[src/asgr_pkg.sv]
`timescale 1ns / 1ps
// ----------------------------------------------------------------------------
// ANSI SGR colour filter package
// Parser modes, colour effect codes, byte constants, the parser state record
// and the SGR argument fold used by the step logic.
// ----------------------------------------------------------------------------
package asgr_pkg;

    // Parser modes; the two unused codes fall back to plain text.
    typedef enum logic [2:0] {
        MODE_PLAIN     = 3'd0,
        MODE_ESC       = 3'd1,
        MODE_CSI_ENTER = 3'd2,
        MODE_CSI_ARG   = 3'd3,
        MODE_OTHER     = 3'd5,
        MODE_SKIP      = 3'd6
    } asgr_mode_t;

    // Net effect of the SGR arguments on one colour flag.
    typedef enum logic [1:0] {
        EFF_KEEP  = 2'd0,
        EFF_CLEAR = 2'd1,
        EFF_SET   = 2'd2
    } asgr_eff_t;

    localparam int BYTE_W = 8;
    localparam int CODE_W = 6;
    localparam int ARG_W  = 16;
    localparam int ADDR_W = 1;

    // Configuration register indexes.
    localparam logic [ADDR_W-1:0] REG_BG_MATCH = 1'd0;
    localparam logic [ADDR_W-1:0] REG_FG_MATCH = 1'd1;

    localparam logic [CODE_W-1:0] BG_MATCH_RESET = 6'd42;
    localparam logic [CODE_W-1:0] FG_MATCH_RESET = 6'd32;

    // Stream bytes that steer the parser.
    localparam logic [BYTE_W-1:0] ESC_BYTE   = 8'h1B;
    localparam logic [BYTE_W-1:0] CH_LBRACK  = 8'h5B;
    localparam logic [BYTE_W-1:0] CH_QUEST   = 8'h3F;
    localparam logic [BYTE_W-1:0] CH_LPAREN  = 8'h28;
    localparam logic [BYTE_W-1:0] CH_RPAREN  = 8'h29;
    localparam logic [BYTE_W-1:0] CH_SEMI    = 8'h3B;
    localparam logic [BYTE_W-1:0] CH_M       = 8'h6D;
    localparam logic [BYTE_W-1:0] CH_H       = 8'h48;
    localparam logic [BYTE_W-1:0] CH_L       = 8'h6C;
    localparam logic [BYTE_W-1:0] CH_Y       = 8'h79;
    localparam logic [BYTE_W-1:0] CH_ZERO    = 8'h30;
    localparam logic [BYTE_W-1:0] CH_NINE    = 8'h39;

    // SGR codes with a fixed meaning.
    localparam logic [ARG_W-1:0] SGR_RESET    = 16'd0;
    localparam logic [ARG_W-1:0] SGR_FG_LO    = 16'd30;
    localparam logic [ARG_W-1:0] SGR_FG_HI    = 16'd37;
    localparam logic [ARG_W-1:0] SGR_FG_EXT   = 16'd38;
    localparam logic [ARG_W-1:0] SGR_FG_DEF   = 16'd39;
    localparam logic [ARG_W-1:0] SGR_BG_LO    = 16'd40;
    localparam logic [ARG_W-1:0] SGR_BG_HI    = 16'd47;
    localparam logic [ARG_W-1:0] SGR_BG_EXT   = 16'd48;
    localparam logic [ARG_W-1:0] SGR_BG_DEF   = 16'd49;
    localparam logic [ARG_W-1:0] ARG_MAX      = 16'hFFFF;
    localparam logic [3:0]       DEC_RADIX    = 4'd10;

    // Complete parser state.
    typedef struct packed {
        asgr_mode_t       mode;
        logic             fg_flag;
        logic             bg_flag;
        logic [ARG_W-1:0] arg_value;
        asgr_eff_t        fg_eff;
        asgr_eff_t        bg_eff;
    } asgr_state_t;

    typedef struct packed {
        asgr_eff_t fg_eff;
        asgr_eff_t bg_eff;
    } asgr_eff_pair_t;

    // Fold one completed argument into the running effects; later tests win.
    function automatic asgr_eff_pair_t fold_arg(
        input logic [ARG_W-1:0]  num,
        input logic [CODE_W-1:0] fg_code,
        input logic [CODE_W-1:0] bg_code,
        input asgr_eff_pair_t    cur
    );
        asgr_eff_t      f;
        asgr_eff_t      b;
        asgr_eff_pair_t res;
        f = EFF_KEEP;
        b = EFF_KEEP;
        if (num >= SGR_BG_LO && num <= SGR_BG_HI) b = EFF_CLEAR;
        if (num == {{(ARG_W-CODE_W){1'b0}}, bg_code}) b = EFF_SET;
        if (num >= SGR_FG_LO && num <= SGR_FG_HI) f = EFF_CLEAR;
        if (num == {{(ARG_W-CODE_W){1'b0}}, fg_code}) f = EFF_SET;
        if (num == SGR_RESET)
        begin
            f = EFF_CLEAR;
            b = EFF_CLEAR;
        end
        if (num == SGR_FG_DEF) f = EFF_CLEAR;
        if (num == SGR_BG_DEF) b = EFF_CLEAR;
        if (num == SGR_FG_EXT) f = EFF_CLEAR;
        if (num == SGR_BG_EXT) b = EFF_CLEAR;
        res = cur;
        if (f != EFF_KEEP) res.fg_eff = f;
        if (b != EFF_KEEP) res.bg_eff = b;
        return res;
    endfunction

endpackage

[src/asgr_step.sv]
`timescale 1ns / 1ps
// ----------------------------------------------------------------------------
// ANSI SGR colour filter step logic
// Combinational next state for one byte: the byte may pass through up to
// two parser modes before it is consumed, and may be emitted as plain text.
// ----------------------------------------------------------------------------
module asgr_step
    import asgr_pkg::*;
(
    input  asgr_state_t       st,
    input  logic [BYTE_W-1:0] in_byte,
    input  logic [CODE_W-1:0] fg_code,
    input  logic [CODE_W-1:0] bg_code,
    output asgr_state_t       st_next,
    output logic              emit
);

    logic             is_digit;
    logic             do_other;
    logic             do_arg;
    logic             do_plain;
    logic [ARG_W-1:0] arg_in;
    asgr_eff_pair_t   eff_in;
    asgr_eff_pair_t   eff_fold;
    logic [19:0]      arg_acc;

    assign is_digit = (in_byte >= CH_ZERO) && (in_byte <= CH_NINE);

    // Entry from CSI entry starts the argument list with both effects at keep.
    assign eff_fold = fold_arg(arg_in, fg_code, bg_code, eff_in);
    assign arg_acc  = ({4'd0, arg_in} * {16'd0, DEC_RADIX}) + {16'd0, in_byte[3:0]};

    always_comb
    begin
        st_next  = st;
        emit     = 1'b0;
        do_other = 1'b0;
        do_arg   = 1'b0;
        do_plain = 1'b0;
        arg_in   = st.arg_value;
        eff_in   = '{fg_eff: st.fg_eff, bg_eff: st.bg_eff};

        // First mode the byte meets.
        unique case (st.mode)
            MODE_ESC:
            begin
                if (in_byte == CH_LBRACK || in_byte == CH_QUEST)
                    st_next.mode = MODE_CSI_ENTER;
                else
                    do_other = 1'b1;
            end
            MODE_OTHER:
            begin
                do_other = 1'b1;
            end
            MODE_SKIP:
            begin
                st_next.mode = MODE_PLAIN;
            end
            MODE_CSI_ENTER:
            begin
                if (is_digit || in_byte == CH_SEMI || in_byte == CH_M)
                begin
                    arg_in = '0;
                    eff_in = '{fg_eff: EFF_KEEP, bg_eff: EFF_KEEP};
                    do_arg = 1'b1;
                end
                else if (in_byte == CH_H)
                begin
                    st_next.mode = MODE_PLAIN;
                    if (st.fg_eff == EFF_SET) st_next.fg_flag = 1'b1;
                    else if (st.fg_eff == EFF_CLEAR) st_next.fg_flag = 1'b0;
                    if (st.bg_eff == EFF_SET) st_next.bg_flag = 1'b1;
                    else if (st.bg_eff == EFF_CLEAR) st_next.bg_flag = 1'b0;
                end
                else
                    do_plain = 1'b1;
            end
            MODE_CSI_ARG:
            begin
                do_arg = 1'b1;
            end
            default:
            begin
                do_plain = 1'b1;
            end
        endcase

        // Escape that is not a CSI introducer.
        if (do_other)
        begin
            if (in_byte == ESC_BYTE)
                st_next.mode = MODE_ESC;
            else if (in_byte == CH_LPAREN || in_byte == CH_RPAREN)
                st_next.mode = MODE_SKIP;
            else
                st_next.mode = MODE_PLAIN;
        end

        // Argument collection.
        if (do_arg)
        begin
            st_next.mode      = MODE_CSI_ARG;
            st_next.arg_value = arg_in;
            st_next.fg_eff    = eff_in.fg_eff;
            st_next.bg_eff    = eff_in.bg_eff;
            if (in_byte == CH_LBRACK)
            begin
                st_next.fg_eff = EFF_KEEP;
                st_next.bg_eff = EFF_KEEP;
                st_next.mode   = MODE_CSI_ENTER;
            end
            else if (in_byte == CH_M)
            begin
                st_next.fg_eff = eff_fold.fg_eff;
                st_next.bg_eff = eff_fold.bg_eff;
                if (eff_fold.fg_eff == EFF_SET) st_next.fg_flag = 1'b1;
                else if (eff_fold.fg_eff == EFF_CLEAR) st_next.fg_flag = 1'b0;
                if (eff_fold.bg_eff == EFF_SET) st_next.bg_flag = 1'b1;
                else if (eff_fold.bg_eff == EFF_CLEAR) st_next.bg_flag = 1'b0;
                st_next.mode = MODE_PLAIN;
            end
            else if (in_byte == CH_L || in_byte == CH_Y)
            begin
                st_next.fg_eff = EFF_KEEP;
                st_next.bg_eff = EFF_KEEP;
                st_next.mode   = MODE_PLAIN;
            end
            else if (in_byte == CH_SEMI)
            begin
                st_next.fg_eff    = eff_fold.fg_eff;
                st_next.bg_eff    = eff_fold.bg_eff;
                st_next.arg_value = '0;
            end
            else if (is_digit)
            begin
                if (arg_acc > {4'd0, ARG_MAX})
                    st_next.arg_value = ARG_MAX;
                else
                    st_next.arg_value = arg_acc[ARG_W-1:0];
            end
            else
                st_next.mode = MODE_PLAIN;
        end

        // Plain text: pass the byte only while both colours match.
        if (do_plain)
        begin
            st_next.mode = MODE_PLAIN;
            if (in_byte == ESC_BYTE)
                st_next.mode = MODE_ESC;
            else if (st.fg_flag && st.bg_flag)
                emit = 1'b1;
        end
    end

endmodule

[src/ansi_sgr_color_filter_unit.sv]
`timescale 1ns / 1ps
// ----------------------------------------------------------------------------
// ANSI SGR colour filter
// Parses escape and CSI sequences in a terminal byte stream and passes plain
// text bytes only while foreground and background match the set colours.
// ----------------------------------------------------------------------------
//  Channel   Direction  Payload
//  s_*       in         tdata[7:0] in_byte
//  m_*       out        tdata[7:0] out_byte, zero or one beat per input beat
//  cfg_*     in         index 0 bg_match_code, 1 fg_match_code, data[5:0]
//
// One byte is accepted every cycle unless an emitting byte waits on a stalled
// output; a byte crosses an input register, the parser step logic and the
// output register. Bytes that emit nothing never wait for the output.
// Reset puts the parser in plain text with both colour flags clear and the
// match codes at 42 and 32. A stalled output holds one result while one more
// byte waits in the input register.
// ----------------------------------------------------------------------------
module ansi_sgr_color_filter_unit
    import asgr_pkg::*;
(
    input  logic              clk,
    input  logic              rst_n,
    input  logic              s_tvalid,
    output logic              s_tready,
    input  logic [BYTE_W-1:0] s_tdata,   // [7:0] in_byte
    output logic              m_tvalid,
    input  logic              m_tready,
    output logic [BYTE_W-1:0] m_tdata,   // [7:0] out_byte
    input  logic              cfg_we,
    input  logic [ADDR_W-1:0] cfg_addr,
    input  logic [CODE_W-1:0] cfg_data
);

    logic              in_valid_reg;
    logic [BYTE_W-1:0] in_byte_reg;
    logic              out_valid_reg;
    logic [BYTE_W-1:0] out_byte_reg;
    logic [CODE_W-1:0] bg_code_reg;
    logic [CODE_W-1:0] fg_code_reg;
    asgr_state_t       st_reg;
    asgr_state_t       st_next;
    logic              emit;
    logic              advance;

    asgr_step u_step (
        .st      (st_reg),
        .in_byte (in_byte_reg),
        .fg_code (fg_code_reg),
        .bg_code (bg_code_reg),
        .st_next (st_next),
        .emit    (emit)
    );

    // The held byte moves on unless it emits into a full, stalled output.
    assign advance  = in_valid_reg && (!emit || !out_valid_reg || m_tready);
    assign s_tready = !in_valid_reg || advance;
    assign m_tvalid = out_valid_reg;
    assign m_tdata  = out_byte_reg;

    // Configuration registers.
    always_ff @(posedge clk or negedge rst_n)
    begin
        if (!rst_n)
        begin
            bg_code_reg <= BG_MATCH_RESET;
            fg_code_reg <= FG_MATCH_RESET;
        end
        else if (cfg_we)
        begin
            unique case (cfg_addr)
                REG_BG_MATCH: bg_code_reg <= cfg_data;
                REG_FG_MATCH: fg_code_reg <= cfg_data;
                default:      ;
            endcase
        end
    end

    // Input register.
    always_ff @(posedge clk or negedge rst_n)
    begin
        if (!rst_n)
            in_valid_reg <= 1'b0;
        else if (s_tready)
            in_valid_reg <= s_tvalid;
    end

    always_ff @(posedge clk)
    begin
        if (s_tready && s_tvalid)
            in_byte_reg <= s_tdata;
    end

    // Parser state.
    always_ff @(posedge clk or negedge rst_n)
    begin
        if (!rst_n)
        begin
            st_reg.mode      <= MODE_PLAIN;
            st_reg.fg_flag   <= 1'b0;
            st_reg.bg_flag   <= 1'b0;
            st_reg.arg_value <= '0;
            st_reg.fg_eff    <= EFF_KEEP;
            st_reg.bg_eff    <= EFF_KEEP;
        end
        else if (advance)
            st_reg <= st_next;
    end

    // Output register.
    always_ff @(posedge clk or negedge rst_n)
    begin
        if (!rst_n)
            out_valid_reg <= 1'b0;
        else if (advance && emit)
            out_valid_reg <= 1'b1;
        else if (m_tready)
            out_valid_reg <= 1'b0;
    end

    always_ff @(posedge clk)
    begin
        if (advance && emit)
            out_byte_reg <= in_byte_reg;
    end

`ifndef ASSERT_OFF
    // A held byte only waits behind a stalled, full output.
    a_wait_cause: assert property (@(posedge clk) disable iff (!rst_n)
        in_valid_reg && !advance |-> out_valid_reg && !m_tready)
        else $error("input byte held without an output stall");

    // Parser state moves only when a byte is consumed.
    a_state_hold: assert property (@(posedge clk) disable iff (!rst_n)
        !advance |=> $stable(st_reg))
        else $error("parser state changed without a byte");

    // An emitted byte appears on the output in the next cycle.
    a_emit_data: assert property (@(posedge clk) disable iff (!rst_n)
        advance && emit |=> m_tvalid && (m_tdata == $past(in_byte_reg)))
        else $error("emitted byte missing from the output");
`endif

endmodule

[config.mk]
export PLATFORM = sky130hd
export DESIGN_NAME = ansi_sgr_color_filter_unit
export DESIGN_NICKNAME = d
export VERILOG_FILES = /design/src/asgr_pkg.sv /design/src/asgr_step.sv /design/src/ansi_sgr_color_filter_unit.sv
export SDC_FILE = /design/constraint.sdc
export NUM_CORES = 1
export LEC_CHECK = 0
export BUFFER_PORTS_ARGS = -buffer_cell sky130_fd_sc_hd__buf_2
export CAP_MARGIN = 20
export CORE_ASPECT_RATIO = 0.8
export CORE_MARGIN = 2
export CORE_UTILIZATION = 25
export CTS_BUF_LIST = sky130_fd_sc_hd__clkbuf_4
export DETAILED_ROUTE_END_ITERATION = 8
export HOLD_SLACK_MARGIN = 0.12
export RECOVER_POWER = 25
export SLEW_MARGIN = 20
export SYNTH_ARGS = -nofsm -noshare
export SYNTH_HDL_FRONTEND = slang
export SYNTH_SLANG_ARGS = --single-unit
[constraint.sdc]
create_clock -name clk -period 6.1 [get_ports clk]
set_input_delay 1.22 -clock clk [delete_from_list [all_inputs] [get_ports clk]]
set_output_delay 1.22 -clock clk [all_outputs]
set_load 0.005 [all_outputs]
After elaboration in Yosys (flattened, before gate mapping)
Cells that the tools add are included.
{"block": "totals", "regBits": 55, "output_inout_bits": 10, "word_cells": 145}
{"block": "classes", "n_addsub": 1, "n_mul": 1, "order_cmp": 7, "n_eq_ne": 32, "n_mux": 63, "n_bitwise": 1, "reduce_logical": 28}
{"op": "$mux 16", "n": 7}
{"op": "$eq 16x6->1 const B", "n": 4}
{"op": "$eq 8x7->1 const B", "n": 5}
{"op": "$eq 16x6->1", "n": 2}
{"op": "$eq 8x6->1 const B", "n": 4}
{"op": "$le 16x6->1 const B", "n": 2}
{"op": "$mux 3", "n": 9}
{"op": "$mux 2", "n": 13}
{"op": "$mux 25", "n": 1}
{"op": "$mux 4", "n": 6}
{"op": "$add 20x4->20", "n": 1}
{"op": "$gt 20x16->1 const B", "n": 1}
{"op": "$mux 1", "n": 20}
{"op": "$mul 16x3->19 const B", "n": 1}
{"op": "$mux 18", "n": 1}
{"op": "$ge 16x5->1 const B", "n": 1}
{"op": "$ge 16x6->1 const B", "n": 1}
{"op": "$logic_not 16->1", "n": 1}
{"op": "$mux 5", "n": 2}
{"op": "$ne 5x1->1 const B", "n": 2}
{"op": "$pmux 3 s3", "n": 1}
{"op": "$eq 2x1->1 const B", "n": 4}
{"op": "$eq 2x2->1 const B", "n": 4}
{"op": "$eq 8x5->1 const B", "n": 1}
{"op": "other kinds (16)", "n": 39}

Longest topological paths before layout
{"block": "depth", "ltp_word": 22, "mapped_depth": 20}

Cells and area by module
Synthesis repeated with hierarchy kept, for this count alone.
{"block": "hier_totals", "cells_unflattened": 608, "hier_area_um2": 5198.7}
{"module": "asgr_step", "n_inst": 1, "cells_each": 412, "area_each_um2": 2662.6, "seq_area_each_um2": 0.0}
{"module": "ansi_sgr_color_filter_unit", "n_inst": 1, "cells_each": 196, "area_each_um2": 2536.2, "seq_area_each_um2": 1461.4}

Least setup slack after synthesis
Ideal clock, no wire load.
{"block": "synth_timing", "kind": "register to register", "start": "register in_byte_reg[2]", "end": "register st_reg[10] (netlist name)", "arrival_time_ps": 4913, "setup_slack_ps": 1065, "stages_incl_launch_ff": 20, "n_path_buf": 4, "path_cell_list": "edfxtp_1 buf_2 nor4_1 o21ai_1 a21o_1 clkbuf_1 clkbuf_1 and2_1 ha_1 ha_1 a2111oi_4 o21a_4 nor4_2 or4_4 a2111oi_4 nand3_1 mux2_4 buf_6 a211oi_2 nor2_1"}
{"block": "synth_between", "elab_chain_cells": 15, "elab_cells_between_ends": 36, "cone_classes": "1 x add/sub; 1 x mul; 3 x order compare; 7 x eq/ne; 15 x mux; 9 x reduce/logical"}
{"element": "start, declared", "line_no": "ansi_sgr_color_filter_unit.sv:36", "rtl": "logic [BYTE_W-1:0] in_byte_reg;"}
{"element": "start signal, assigned", "line_no": "ansi_sgr_color_filter_unit.sv:91", "rtl": "in_byte_reg <= s_tdata;"}
{"element": "$ge 8x6->1 or $le 8x6->1 (tied branches)", "line_no": "asgr_step.sv:27", "rtl": "assign is_digit = (in_byte >= CH_ZERO) && (in_byte <= CH_NINE);"}
{"element": "$logic_and 1x1->1", "line_no": "asgr_step.sv:27"}
{"element": "$logic_or 1x1->1 (2 in a row)", "line_no": "asgr_step.sv:62", "rtl": "if (is_digit || in_byte == CH_SEMI || in_byte == CH_M)"}
{"element": "$mux 16", "line_no": "asgr_step.sv:62"}
{"element": "$mux 16", "line_no": "asgr_step.sv:44", "rtl": "unique case (st.mode)"}
{"element": "$mul 16x3->19", "line_no": "asgr_step.sv:31", "rtl": "assign arg_acc = ({4'd0, arg_in} * {16'd0, DEC_RADIX}) + {16'd0, in_byte[3:0]};"}
{"element": "$add 20x4->20", "line_no": "asgr_step.sv:31"}
{"element": "$gt 20x16->1", "line_no": "asgr_step.sv:137", "rtl": "if (arg_acc > {4'd0, ARG_MAX})"}
{"element": "$mux 16", "line_no": "asgr_step.sv:137"}
{"element": "$mux 16", "line_no": "asgr_step.sv:135", "rtl": "else if (is_digit)"}
{"element": "$mux 16", "line_no": "asgr_step.sv:129", "rtl": "else if (in_byte == CH_SEMI)"}
{"element": "$mux 16", "line_no": "asgr_step.sv:123", "rtl": "else if (in_byte == CH_L || in_byte == CH_Y)"}
{"element": "$mux 16", "line_no": "asgr_step.sv:113", "rtl": "else if (in_byte == CH_M)"}
{"element": "$mux 18", "line_no": "asgr_step.sv:107", "rtl": "if (in_byte == CH_LBRACK)"}
{"element": "end signal, assigned", "line_no": "ansi_sgr_color_filter_unit.sv:107", "rtl": "st_reg <= st_next;"}
{"element": "end, declared", "line_no": "ansi_sgr_color_filter_unit.sv:41", "rtl": "asgr_state_t st_reg;"}
Several ways; a longest one is shown, not always the timed one.
A chain may end at the register's enable or synchronous reset.

Worst setup path in the final report
{"block": "layout_timing", "start": "register in_byte_reg[7]", "end": "register st_reg[12] (netlist name)"}
Same word-level chain as after synthesis.

==> flow_summary_export.csv <==
group,metric,value,unit
outcome,status,"finished, violations left",
outcome,violations,"capacitance limit, slew limit",
sta,fin_setup_tns,0,ps
layout,final-instance-count-excl-fill,731,
die,die_x,153,µm
power,p_leak,2.03,nW
setup_path,crit_type,"reg -> reg",
global_routing,grt_usage,11.8,%
detailed_routing,num_vias,3832,
die,die_y,123,µm
clock_network,cts_made_buffers,5,
setup_path,timing.rr.end,"st_reg[12]",
synth,synth_cells,488,
sta,relSlewSlack,-49.7,%
place,post-place-ws,671,ps
setup_path,worstPathMaxFanout,20,
clock_network,cts_root_buf,"clkbuf_4",
detailed_routing,ant_nets,0,
synth,seq_area_frac_synth,32.8,%
detailed_routing,vias_per_cell,5.24,
detailed_routing,first_iter_violations,313,
layout,layout.cells.most_common,"nor2_1",
die,die_area,0.0189,mm²
layout,layout.nets,550,
clock_network,cts_setup_buffers,0,
place,dp_hpwl,8.29,mm
power,vdd_drop_max,0.139,mV
layout,final_cell_mix,"nor2_1 (53), nand2_1 (37), dfrtp_1 (35)",
die,io-pin-count,30,
hold_path,min_path_cells,0,
clock_network,htree_levels,2,
synth,ys_warn_count,0,
hold_path,hold_start,"in_byte_reg[3]",
detailed_routing,drt_pass1_iterations,5,
place,port_buffers,29,
clock_network,cts_tree,"done",
synth,synth-edff-count,16,
global_routing,grt-busiest-layer,"met1",
sta,finalMaxSlewViolations,40,
clock_network,clockBufferDepth,2,
setup_path,arrival,5870,ps
die,num_rows,43,
setup_path,reg2reg_depth,17,
detailed_routing,drt_wl_total,11.1,mm
sta,min_period,5570,ps
clock_network,cts.hold.buffers_added,0,
synth,async_flop_share,70.9,%
global_routing,globalRouteMet1Util,19.5,%
sta,rsz0062_at_grt,"no",
global_routing,grt_max_degree,40,
sta,worstMarginPinSlew,2250,ps
power,p_per_area,339,mW/mm²
setup_path,start_kind,"flop",
global_routing,overflow,0,
global_routing,use_met2,15.9,%
synth,synth_area_leader_cell,"dfrtp_1",
clock_network,clock_latency,410,ps
sta,timing.final.crit_share,91.3,%
synth,ys_seq_elements,55,
detailed_routing,post-route-drc-count,0,
hold_path,hold_path.class,"reg -> reg",
sta,fin_skew,11.3,ps
synth,synth_area_leaders,"dfrtp_1 (20%), edfxtp_1 (11%), ha_1 (6.7%)",
place,dp_cells,722,
sta,fmax,179,MHz
layout,drive_gt1_share,15.6,%
sta,postLayoutSetupSlackWorst,528,ps
clock_network,cts_num_sinks,55,
die,initial_utilization,25.6,%
setup_path,r2r_start,"in_byte_reg[7]",
sta,hold_viol,0,
synth,ys_types,70,
global_routing,grt_pass1_vias,3446,
place,gp_congestion,0.871,
detailed_routing,routedWlPerCell,15.2,µm
sta,setup_viol,0,
setup_path,rrSetupSlack,530,ps
layout,syn_to_final_growth,9.46,%
synth,syn_avg_cell_area,9.13,µm²
clock_network,cts_resized,0,
setup_path,end_kind,"flop",
layout,largest_reg_flops,25,
global_routing,grt_use_met3,2.52,%
layout,post-route-util,28.1,%
synth,synth_top_area_share,19.7,%
clock_network,clkTransAtPathRegs,180,ps
die,core-area,0.0174,mm²
global_routing,antenna_found_initial,1,
global_routing,grt_pass1_wl,18.5,mm
synth,netlist_area,0.00446,mm²
run,drv_cap,1,
setup_path,cp.required,6400,ps
synth,synthFlopType,"dfrtp_1",
hold_path,min_to,"m_tdata[3]",
synth,syn_nets,534,
## routing by layer
metal,routed length (µm),vias to the layer above
met5,0,-
met4,11,0
met3,713,2
met2,4360,111
met1,6020,1851
li1,-,1868
## where the power goes
group,internal [mW],switching [mW]
clock,0.0516,0.138
sequential,0.471,0.127
combinational,0.353,0.514
total,0.875,0.779
## cell type report
| cell class | instances | area [µm²] |
|---|---|---|
| clock buffer | 5 | 37.5 |
| sequential | 55 | 1460 |
| tap | 225 | 282 |
| multi-input combinational | 403 | 2870 |
| timing repair buffer | 34 | 176 |
| inverter | 5 | 18.8 |
| clock inverter | 3 | 33.8 |
| antenna | 1 | 2.50 |
| fill | 1859 | 12500 |
## cells in the mapped netlist (10+ instances only)
cell type	n
xor2_1	11
and3_1	11
clkbuf_1	18
o21ai_0	20
ha_1	24
mux2_2	12
edfxtp_1	16
nand3_1	15
nor2_1	53
a211oi_1	10
dfrtp_1	35
and2_1	14
xnor2_1	25
a21oi_1	14
a22oi_1	10
nand2_1	37
nor3_1	15
nand4_1	10
## worst max path at each step
stage / startpoint / end / slack [ps] / cells past startpoint
finish: in_byte_reg[7] / st_reg[12] / 530 / 17
floorplan: in_byte_reg[2] / st_reg[10] / 1070 / 19
detailed placement: in_byte_reg[7] / st_reg[13] / 670 / 17
global placement: in_byte_reg[1] / st_reg[9] / 850 / 17
global route: in_byte_reg[7] / st_reg[12] / 130 / 17
CTS: in_byte_reg[7] / st_reg[12] / 600 / 17
## stage by stage
| step | power (mW) | area [µm²] | hold slack, ps |
|---|---|---|---|
| after global routing | 1.81 | 4880 | 589 |
| after detailed placement | 1.46 | 4810 | 518 |
| final | 1.65 | 4880 | 560 |
| after CTS | 1.65 | 4880 | 559 |
| after global placement | 1.46 | 4810 | 512 |
| after floorplan | 1.24 | 4460 | 440 |
## kinds of logic (layout without fill, tap and decap cells)
group / Yosys count / in the layout / synth area share, %
flip-flops: 55 / 55 / 32.8
multiplexers: 17 / 17 / 4.27
AO/OA/AOI/OAI: 117 / 117 / 20.7
XOR/XNOR: 36 / 36 / 7.07
other: 0 / 1 / 0
buffers and inverters: 30 / 47 / 2.89
AND/OR/NAND/NOR: 207 / 207 / 24.6
adder cells (fa/ha/maj): 26 / 26 / 7.64
## worst max-delay path, stage by stage (launching register included)
cell and delay (ps):
edfxtp_1 490, nand2b_1 210, nor4_1 550, o21ai_1 340, a21o_1 360, buf_4 250
and2_1 190, ha_1 270, ha_1 400, a2111oi_4 380, o21a_4 200, nor4_2 60
or4_4 430, a2111oi_4 430, nand3_1 160, mux2_4 390, a211oi_1 260, nor3_1 80
Note: power is estimated with default switching activity, not from simulation.
